$ cat src/rtl/ccmb_pkg.sv
package ccmb_pkg;

  localparam int SIZE_W   = 32;
  localparam int CARD_W   = 24;
  localparam int OFFSET_W = 8;
  localparam int FIRST_W  = 8;
  localparam int CFG_IDX_W = 1;

  typedef enum logic [CFG_IDX_W-1:0] {
    REG_OLD_GEN_SIZE   = 1'b0,
    REG_FIRST_OFFSET   = 1'b1
  } cfg_reg_t;

  typedef enum logic {
    ACT_RESTART = 1'b0,
    ACT_OBJECT  = 1'b1
  } action_t;

  typedef struct packed {
    logic              action;
    logic [SIZE_W-1:0] object_size;
  } in_t;

  typedef struct packed {
    logic [CARD_W-1:0]   card_index;
    logic [OFFSET_W-1:0] offset_units;
    logic                overrun;
    logic                last;
  } out_t;

  typedef struct packed {
    logic [1:0] count;
    out_t       first;
    out_t       second;
  } push_t;

endpackage

$ cat src/rtl/ccmb_out_queue.sv
module ccmb_out_queue (
  input  logic           clk,
  input  logic           rst,
  input  ccmb_pkg::push_t push,
  input  logic           out_stall,
  output logic           out_valid,
  output ccmb_pkg::out_t out_data,
  output logic           room_for_two
);

  localparam int DEPTH = 4;
  localparam int PTR_W = $clog2(DEPTH);

  ccmb_pkg::out_t entries [DEPTH];
  logic [PTR_W-1:0] wr_ptr;
  logic [PTR_W-1:0] rd_ptr;
  logic [PTR_W:0]   count;
  logic             pop;

  assign out_valid    = count != '0;
  assign out_data     = entries[rd_ptr];
  assign pop          = out_valid && !out_stall;
  assign room_for_two = count <= (PTR_W+1)'(DEPTH - 2);

  always_ff @(posedge clk) begin
    if (push.count != 2'd0) begin
      entries[wr_ptr] <= push.first;
    end
    if (push.count == 2'd2) begin
      entries[wr_ptr + PTR_W'(1)] <= push.second;
    end
  end

  always_ff @(posedge clk) begin
    if (rst) begin
      wr_ptr <= '0;
      rd_ptr <= '0;
      count  <= '0;
    end else begin
      wr_ptr <= wr_ptr + PTR_W'(push.count);
      if (pop) begin
        rd_ptr <= rd_ptr + PTR_W'(1);
      end
      count <= count + (PTR_W+1)'(push.count) - (PTR_W+1)'(pop);
    end
  end

endmodule

$ cat src/rtl/card_crossing_map_builder_top.sv
// Crossing map builder: takes one object size per cycle while its input is not
// stalled and writes crossing map entries on the output channel, one entry per
// cycle while the output is not stalled. An object that ends the build after
// crossing a card gives two entries, which leave the queue in turn while the next
// request is already held. A request passes through an input register, then the
// position update (one add and the compares on the stored next object position,
// the loop that sets the one-per-cycle rate) which writes into a four-entry result
// queue. Input is held off only while the queue lacks room for two entries, so the
// sustained rate is one object per cycle when the output takes one entry per cycle.
module card_crossing_map_builder_top #(
  parameter int CARD_LOG2    = 8,
  parameter int OFFSET_SCALE = 4
) (
  input  logic                            clk,
  input  logic                            rst,
  input  logic                            cfg_write,
  input  logic [ccmb_pkg::CFG_IDX_W-1:0]  cfg_index,
  input  logic [ccmb_pkg::SIZE_W-1:0]     cfg_data,
  input  logic                            in_valid,
  output logic                            in_stall,
  input  ccmb_pkg::in_t                   in_data,
  output logic                            out_valid,
  input  logic                            out_stall,
  output ccmb_pkg::out_t                  out_data
);

  localparam int W      = ccmb_pkg::SIZE_W;
  localparam int L      = $clog2(OFFSET_SCALE);
  localparam int N      = 8 + L;
  localparam int S      = N + L;
  localparam int M      = ((1 << S) + OFFSET_SCALE - 1) / OFFSET_SCALE;
  localparam int SAT    = 256 * OFFSET_SCALE;
  localparam int PROD_W = N + S + 1;
  localparam logic [W-1:0] CARD_LOW  = W'((64'd1 << CARD_LOG2) - 64'd1);
  localparam logic [W:0]   CARD_SPAN = (W+1)'(64'd1 << CARD_LOG2);

  function automatic logic [ccmb_pkg::OFFSET_W-1:0] units(input logic [W-1:0] bytes);
    logic [PROD_W-1:0] prod;
    prod = PROD_W'(bytes[N-1:0]) * PROD_W'(M);
    if (bytes >= W'(SAT)) begin
      units = 8'hFF;
    end else begin
      units = prod[S+7:S];
    end
  endfunction

  logic [W-1:0]                  old_gen_size;
  logic [ccmb_pkg::FIRST_W-1:0]  first_object_offset;
  logic [W-1:0]                  pos;
  logic [W-1:0]                  pos_next;
  logic                          in_full;
  ccmb_pkg::in_t                 in_item;
  logic                          room_for_two;
  logic                          process;
  ccmb_pkg::push_t               push;

  logic [W-1:0] pos_m1;
  logic [W-1:0] card_base;
  logic [W-1:0] card_num;
  logic [W-1:0] end_m1;
  logic [W-1:0] end_base;
  logic [W-1:0] end_card;
  logic [W-1:0] start;
  logic [W:0]   next_raw;
  logic         ovr;
  logic         reach_end;
  logic         crossing;
  ccmb_pkg::out_t entry_cross;
  ccmb_pkg::out_t entry_final;

  assign process  = in_full && room_for_two;
  assign in_stall = in_full && !room_for_two;

  assign pos_m1    = pos - W'(1);
  assign card_base = (pos == '0) ? '0 : (pos_m1 & ~CARD_LOW);
  assign card_num  = (pos == '0) ? '0 : (pos_m1 >> CARD_LOG2);
  assign end_m1    = old_gen_size - W'(1);
  assign end_base  = end_m1 & ~CARD_LOW;
  assign end_card  = end_m1 >> CARD_LOG2;
  assign start     = (pos == '0) ? W'(first_object_offset) : pos;
  assign next_raw  = {1'b0, start} + {1'b0, in_item.object_size};
  assign reach_end = next_raw >= {1'b0, old_gen_size};
  assign crossing  = (reach_end ? {1'b0, old_gen_size} : next_raw) >
                     ({1'b0, card_base} + CARD_SPAN);

  always_comb begin
    push     = '0;
    pos_next = pos;
    ovr      = 1'b0;
    entry_cross.card_index   = card_num[ccmb_pkg::CARD_W-1:0];
    entry_cross.offset_units = units(start - card_base);
    entry_cross.overrun      = 1'b0;
    entry_cross.last         = 1'b1;
    entry_final.card_index   = end_card[ccmb_pkg::CARD_W-1:0];
    entry_final.offset_units = units(old_gen_size - end_base);
    entry_final.overrun      = 1'b0;
    entry_final.last         = 1'b1;
    if (process) begin
      if (in_item.action == ccmb_pkg::ACT_RESTART) begin
        pos_next = '0;
      end else if (pos < old_gen_size) begin
        if (start >= old_gen_size) begin
          ovr      = start > old_gen_size;
          pos_next = old_gen_size;
          entry_final.card_index   = card_num[ccmb_pkg::CARD_W-1:0];
          entry_final.offset_units = units(old_gen_size);
          entry_final.overrun      = ovr;
          push.count = 2'd1;
          push.first = entry_final;
        end else begin
          ovr      = next_raw > {1'b0, old_gen_size};
          pos_next = reach_end ? old_gen_size : next_raw[W-1:0];
          entry_cross.overrun = ovr;
          entry_cross.last    = !reach_end;
          entry_final.overrun = ovr;
          if (crossing && reach_end) begin
            push.count  = 2'd2;
            push.first  = entry_cross;
            push.second = entry_final;
          end else if (crossing) begin
            push.count = 2'd1;
            push.first = entry_cross;
          end else if (reach_end) begin
            push.count = 2'd1;
            push.first = entry_final;
          end
        end
      end
    end
  end

  always_ff @(posedge clk) begin
    if (rst) begin
      old_gen_size        <= '0;
      first_object_offset <= '0;
      pos                 <= '0;
      in_full             <= 1'b0;
    end else begin
      if (cfg_write) begin
        unique case (cfg_index)
          ccmb_pkg::REG_OLD_GEN_SIZE: old_gen_size        <= cfg_data;
          ccmb_pkg::REG_FIRST_OFFSET: first_object_offset <= cfg_data[ccmb_pkg::FIRST_W-1:0];
          default: ;
        endcase
      end
      pos <= pos_next;
      if (in_valid && !in_stall) begin
        in_full <= 1'b1;
      end else if (process) begin
        in_full <= 1'b0;
      end
    end
  end

  always_ff @(posedge clk) begin
    if (in_valid && !in_stall) begin
      in_item <= in_data;
    end
  end

  ccmb_out_queue u_queue (
    .clk          (clk),
    .rst          (rst),
    .push         (push),
    .out_stall    (out_stall),
    .out_valid    (out_valid),
    .out_data     (out_data),
    .room_for_two (room_for_two)
  );

endmodule

$ cat config.mk
export PLATFORM = sky130hd
export DESIGN_NAME = card_crossing_map_builder_top
export DESIGN_NICKNAME = d
export VERILOG_FILES = /design/src/rtl/ccmb_pkg.sv /design/src/rtl/ccmb_out_queue.sv /design/src/rtl/card_crossing_map_builder_top.sv
export SDC_FILE = /design/constraint.sdc
export NUM_CORES = 1
export LEC_CHECK = 0
export BUFFER_PORTS_ARGS = -buffer_cell sky130_fd_sc_hd__buf_2
export CAP_MARGIN = 40
export CORE_UTILIZATION = 35
export CTS_BUF_LIST = sky130_fd_sc_hd__clkbuf_8
export DETAILED_ROUTE_END_ITERATION = 10
export MAX_ROUTING_LAYER = met4
export RECOVER_POWER = 25
export SLEW_MARGIN = 20
export SYNTH_ARGS = -nofsm -noshare
export SYNTH_HDL_FRONTEND = slang
export SYNTH_SLANG_ARGS = --single-unit
$ cat constraint.sdc
create_clock -name clk -period 15 [get_ports clk]
set_clock_uncertainty 0.1 [all_clocks]
set_input_delay 2.25 -clock clk [delete_from_list [all_inputs] [get_ports clk]]
set_output_delay 2.25 -clock clk [all_outputs]
set_load 0.01 [all_outputs]
==> results of run 1 <==
-- final timing paths --
| path | end | slack, ns | cells after the start |
|---|---|---|---|
| max reg2reg | u_queue.entries[3][22]$_DFFE_PP_ | 1.07 | 42 |
| min reg2reg | first_object_offset[3]$_SDFFE_PP0P_ | 0.37 | 2 |
| min | first_object_offset[3]$_SDFFE_PP0P_ | 0.37 | 2 |
| max | u_queue.entries[3][22]$_DFFE_PP_ | 1.07 | 42 |
-- registers in the layout (all words and copies together), names as in the netlist, named ones only --
name / count
pos: 32
first_object_offset: 8
u_queue.rd_ptr: 2
old_gen_size: 32
u_queue.wr_ptr: 2
in_item: 33
in_full: 1
u_queue.entries: 136
u_queue.count: 3
-- layout by cell type, fill, tap and decap left out, types with 37 or more instances in the layout --
master    instances
nand4_1          80
nand3_1          58
xor2_1           37
buf_4            43
dfxtp_1          81
a21o_1           72
clkbuf_8         54
xnor2_1          68
o21ai_0         113
nor3_1           64
inv_1           102
ha_1            200
edfxtp_1        169
buf_2           100
nor2_1          167
a22o_1           58
nand2_1         236
a21oi_1         165
-- area by class of cell --
class                           count  area (sq um)  area share [%]
Tap cell                          773           967            4.10
Sequential cell                   251          6720            28.5
Antenna cell                        1          2.50          0.0106
Clock inverter                     34           228           0.966
Timing Repair Buffer              159           902            3.83
Multi-Input combinational cell   1888         13700            58.0
Inverter                           92           345            1.46
Clock buffer                       54           743            3.15
-- critical path: cells and delay by family, from the launching register on --
kind / cells / cell delay, ns
adder cells (fa/ha/maj): 5 / 1.81
AO/OA/AOI/OAI: 12 / 3.11
flip-flops: 1 / 0.35
AND/OR/NAND/NOR: 19 / 6.38
multiplexers: 1 / 0.34
buffers and inverters: 5 / 1.38
-- power groups by stage --
stage | sequential, mW | combinational (mW) | clock [mW]
after floorplan | 0.855 | 2.06 | 0
after global placement | 0.873 | 2.89 | 0
after detailed placement | 0.876 | 2.93 | 0
after CTS | 0.862 | 2.95 | 0.712
after global routing | 0.869 | 3.26 | 0.739
final | 0.863 | 3.01 | 0.696
-- metal layers --
layer / share of wire (%) / wire length [microns]
met5: 0 / 0
met4: 4.2 / 3170
met3: 7.0 / 5330
met2: 46 / 35200
met1: 43 / 32600
-- Yosys cell counts, types with 20 or more instances --
library cell | instances | share of area [%]
a22oi_1 | 31 | 1.1
nand2b_1 | 25 | 0.74
clkbuf_1 | 118 | 2.1
a211oi_1 | 20 | 0.71
dfxtp_1 | 82 | 7.7
a31oi_1 | 23 | 0.68
a22o_1 | 58 | 2.4
nor3_1 | 65 | 1.5
nand3_1 | 58 | 1.4
or3_1 | 22 | 0.65
mux4_2 | 34 | 3.6
nand2_1 | 236 | 4.2
o21a_1 | 20 | 0.71
nand4_1 | 80 | 2.4
edfxtp_1 | 169 | 24
o21ai_0 | 114 | 2.7
inv_1 | 91 | 1.6
ha_1 | 200 | 12
a21oi_1 | 165 | 3.9
a21o_1 | 72 | 2.5
mux2i_1 | 29 | 1.4
xor2_1 | 37 | 1.5
nor4_1 | 25 | 0.74
xnor2_1 | 68 | 2.8
nor2_1 | 167 | 3.0
nor2b_1 | 36 | 1.1
-- through the flow --
| stage | setup slack, ns | instance area [sq um] | hold WS (ns) | utilization [%] | total power [mW] |
|---|---|---|---|---|---|
| floorplan | 1.04 | 21200 | 0.337 | - | 2.92 |
| global placement | 1.77 | 22600 | 0.357 | 38.0 | 3.76 |
| detailed placement | 1.44 | 22700 | 0.363 | 38.1 | 3.80 |
| CTS | 1.29 | 23600 | 0.372 | 39.7 | 4.52 |
| global route | 0.435 | 23600 | 0.392 | 39.6 | 4.86 |
| finish | 1.07 | 23600 | 0.366 | 39.6 | 4.57 |
-- cells by family after synthesis --
kind of cell	after synthesis
and+or+nand+nor	835
muxes	82
other	1
DFF	251
AOI/OAI and AO/OA	660
xor gates and xnor gates	106
adders and majority gates	204
buffers and inverters	239
==> metrics.txt, run 1 <==
violations in the final reports=max-capacitance violations, max-slew violations; Critical R2R Launch=pos[4]$_SDFFE_PP0P_; Syn Std Cell Area=21200 sq um; first-pass GRT wire length=114000 microns; Hold Buf Count CTS=0; syn_nets=2652; min cycle time layout=13.93 ns; Root Buffer=clkbuf_8; Post CTS Setup Buffer Count=0; Critical Path AT=14.09 ns; Worst slew margin=-95.4%; total track usage=25.1%; gr busiest metal=met2; layout overhead on the synthesized area=10.9%; Async SR Flop Fraction=0%; antenna violations before repair=1; Starting Density=35.7%; leakage=9.54 nW; number of gates resized after cts=0; mux cell area share after synthesis=5.98%; vias in the first global route=18900; Remaining DRCs=0; clock power share=15.2%; CP Capture Type=register; Core ar.=59500 sq um; Synth Instances=2378; unrepaired setup endpoints after global routing=false; antenna violation net count after detailed routing=0; die extent in x=248 microns; Final Hold Viols=0; Max-Cap Viols=3; max-slew violation count=94; GPL Wtd Cong=1.04; status=finished, violations left; Fillers=5958; I/O Pins=107; Sum Neg Setup Slack=0 ns; HPWL after DPL=59100 microns; worst-margin pin slew=2.93 ns; crit path from=pos[4]$_SDFFE_PP0P_; post-synthesis simple-gate area fraction=20.6%; Netlist cell types=103; DIE AREA=61700 sq um; Post-synth EDFFs=169; GR Util met2=39.3%; fin cells=3252; share of post-route cells with drive strength above 1=13.4%; FF+latch count, synth=251; placed insts=3163; CP startpoint kind=register; Synth Flop Type=edfxtp_1; Vias/cell=6.10; CP max stage delay=0.58 ns; Tcrit/Tclk final=92.9%; DR vias=19800; P_int=2.28 mW; Max IR drop VDD=0.0898 mV; Psw=2.28 mW; Fmax=71.8 MHz; largest net degree at the start of global routing=45; die height=248 microns; Crit-path slowest cell=nor4_2; Setup Crit Path Kind=register to register; Final setup viols=0; H-tree depth=2; port bufs=106; compound-gate portion of the synthesized area=20.9%; CP Data Required Time=15.16 ns; Comb power frac=65.9%; crit-path max FO=44; Cell Rows=89; Yosys warnings=0; clock tree sinks=251; Hold Startpoint=first_object_offset[3]$_SDFFE_PP0P_; largest family of logic cells by synthesized area=compound AO/OA/AOI/OAI gates; Nets=2713; final WL=76300 microns; clk_lat worst skew=0.66 ns; CTS buffer count=47; drt pass-1 iters=7; Remaining Overflow, GRT=0; sequential share of power=18.9%; CTS tree=done; routing usage on met1=32.7%; maximum clock insertion buffer count=3; DR iter-0 viols=1798; syn_area_per_cell=8.94 sq um; register area share after synthesis=31.6%; worst hold-check path type=register to register; switching part of the total=50.0%; Routed WL per cell=23.5 microns; clock-pin slew on the worst setup and hold paths=0.06 ns; pwr dens=194 nW/um^2; synthesized-area fraction occupied by adder cells=12.1%; XOR/XNOR Fraction of Synth Area=4.46%; met3 usage=2.78%
Note: power is estimated with default switching activity, not from simulation.
==> inputs of run 2 (changes only) <==
ABC_AREA = 1   (was unset)
==> run 2 against run 1 <==
Against the previous run: the run still ends with max-capacitance violations, max-slew violations left; clock power grew 2%; cell count up 28%; highest routed layer unchanged; non-clock buffer count decreased by 27; sequential cell count did not move; worst setup slack improved by 2.3 ns; sequential power is 3.9% higher; global-route usage fell by 1.2 points; worst hold slack improved by 0.0041 ns.
==> metrics.txt, run 2 <==
status=finished, violations left; violations in the final reports=max-capacitance violations, max-slew violations; min cycle time layout=11.63 ns (-2.30 ns); Starting Density=35.6% (-0.17 points); share of post-route cells with drive strength above 1=11.3% (-2.1 points); Remaining DRCs=0 (unchanged); number of flip-flops in the largest register=136 (unchanged); Async SR Flop Fraction=0% (unchanged); Netlist cell types=70 (-32%); largest net degree at the start of global routing=70 (+56%); antenna violation net count after detailed routing=0 (unchanged); die height=259 microns (+4.1%); unrepaired setup endpoints after global routing=false; Hold Buf Count CTS=0 (unchanged); I/O Pins=107 (unchanged); fin area=25300 sq um (+7.3%); CP startpoint kind=register; CTS buffer count=46 (-2.1%); Max-Cap Viols=2 (-1); CP max stage delay=0.61 ns (+0.03 ns); Synth Flop Type=edfxtp_1; most instantiated cells after synthesis=nand2_1 (796), nor2_1 (317), inv_1 (310); DR vias=22100 (+11%); Final Hold Viols=0 (unchanged); Tcrit/Tclk final=77.5% (-15 points); syn_nets=3493 (+32%); max-slew violation count=111 (+18%); WHS=0.370 ns (+0.00414 ns); Max IR drop VDD=0.119 mV (+32%); Post-synth EDFFs=169 (unchanged); Syn Std Cell Area=23100 sq um (+8.5%); worst-margin pin slew=2.89 ns (-0.0398 ns); Routed WL per cell=18.8 microns (-20%); Vias/cell=5.31 (-13%); largest register by flop count=u_queue.entries; worst hold-check path type=register to register; CP most frequent cell=nand2_1; Post CTS Setup Buffer Count=0 (unchanged); fin cells=4160 (+28%); clock tree sinks=251 (unchanged); Fmax=86.0 MHz (+20%); DR iter-0 viols=1913 (+6.4%); crit-path max FO=55 (+25%); Synth Instances=3219 (+35%); CP Capture Type=register; Final setup viols=0 (unchanged); leading area contributor after synthesis=edfxtp_1; Core ar.=64800 sq um (+9.0%); clk_lat worst skew=0.65 ns (about the same); Nets=3540 (+30%); GPL Wtd Cong=0.995 (-4.6%); most frequent cells in the layout=nand2_1 (795), inv_1 (318), nor2_1 (317); H-tree depth=2 (unchanged); drt pass-1 iters=6 (-1); number of gates resized after cts=0 (unchanged); Cell Rows=93 (+4.5%); Util after Layout=39.0% (-0.61 points); FF+latch count, synth=251 (unchanged); Sum Neg Setup Slack=0 ns (unchanged); pwr dens=239 nW/um^2 (+23%); Worst slew margin=-92.7% (+2.7 points); Remaining Overflow, GRT=0 (unchanged); biggest regs=u_queue.entries: 136 flops, in_item: 33 flops; total track usage=23.9% (-1.2 points); vias in the first global route=20600 (+8.9%); final WL=78400 microns (+2.7%); port bufs=106 (unchanged); HPWL after DPL=60400 microns (+2.3%); syn_area_per_cell=7.16 sq um (-20%); dpl cell area=24300 sq um (+7.1%); DIE AREA=66900 sq um (+8.4%); register area share after synthesis=29.1% (-2.5 points); leakage=12.2 nW (+28%); die extent in x=259 microns (+4.1%); post-layout worst setup margin=3.37 ns (+2.30 ns); Power Total=6.04 mW (+32%); post-synth top area share=22.0% (-1.9 points); Yosys warnings=0 (unchanged); Post-Place Setup Slack=3.10 ns (+1.66 ns); placed insts=4068 (+29%); first-pass GRT wire length=120000 microns (+5.0%); CTS tree=done; layout overhead on the synthesized area=9.74%; clock-pin slew on the worst setup and hold paths=0.07 ns (about the same); most common cell in the netlist=nand2_1; CP Data Required Time=15.17 ns (about the same); commonest non-fill, non-tap cell in the layout=nand2_1; Root Buffer=clkbuf_8; antenna violations before repair=1 (unchanged); largest cells by area after synthesis=edfxtp_1 (22%), nand2_1 (13%), ha_1 (11%); maximum clock insertion buffer count=3 (unchanged); Crit-path slowest cell=nor2_4; Critical Path AT=11.80 ns (-2.29 ns); Setup Crit Path Kind=register to register
run 2: critical path, delay by kind of cell, from the launching register on:
kind,cells,cell delay [ns]
and+or+nand+nor,27,4.58
AOI/OAI and AO/OA,13,2.56
DFF,1,0.49
buffers and inverters,10,2.06
adders and majority gates,5,1.38
run 2: worst paths after layout:
| path | end | slack (ns) | startpoint | cells after the start |
|---|---|---|---|---|
| hold reg to reg | u_queue.rd_ptr[1]$_SDFFE_PP0P_ | 0.37 | u_queue.rd_ptr[1]$_SDFFE_PP0P_ | 2 |
| hold / removal | u_queue.rd_ptr[1]$_SDFFE_PP0P_ | 0.37 | u_queue.rd_ptr[1]$_SDFFE_PP0P_ | 2 |
| setup reg to reg | u_queue.entries[2][25]$_DFFE_PP_ | 3.37 | pos[10]$_SDFFE_PP0P_ | 55 |
| setup / recovery | u_queue.entries[2][25]$_DFFE_PP_ | 3.37 | pos[10]$_SDFFE_PP0P_ | 55 |
run 2: report_power, final:
part	internal (mW)	switching (mW)
clock	0.383	0.326
sequential	0.839	0.0574
combinational	1.32	3.12
total	2.54	3.50
run 2: kinds of logic (layout without fill, tap and decap cells):
family                   after synthesis  in the layout  share of synthesized area (%)
XOR/XNOR                              94             94                           3.57
other                                  1              2                         0.0163
adder cells (fa/ha/maj)              203            203                           11.1
flip-flops                           251            251                           29.1
buffers and inverters                482            567                           8.78
AO/OA/AOI/OAI                        560            560                           13.2
AND/OR/NAND/NOR                     1628           1628                           34.2
run 2: final cells by class:
cell class,instances,area [sq um]
Antenna cell,1,2.50
Clock buffer,54,743
Clock inverter,32,233
Fill cell,6870,39500
Inverter,349,1320
Multi-Input combinational cell,2486,14400
Sequential cell,251,6720
Tap cell,855,1070
Timing Repair Buffer,132,830
run 2: per-layer routing:
metal | global-route usage, % | wire length [microns] | up-vias
met2 | 37.1 | 35200 | 803
met4 | 7.18 | 2200 | 0
met3 | 2.89 | 5150 | 117
li1 | - | - | 10900
met1 | 32.4 | 35800 | 10300
met5 | - | 0 | -
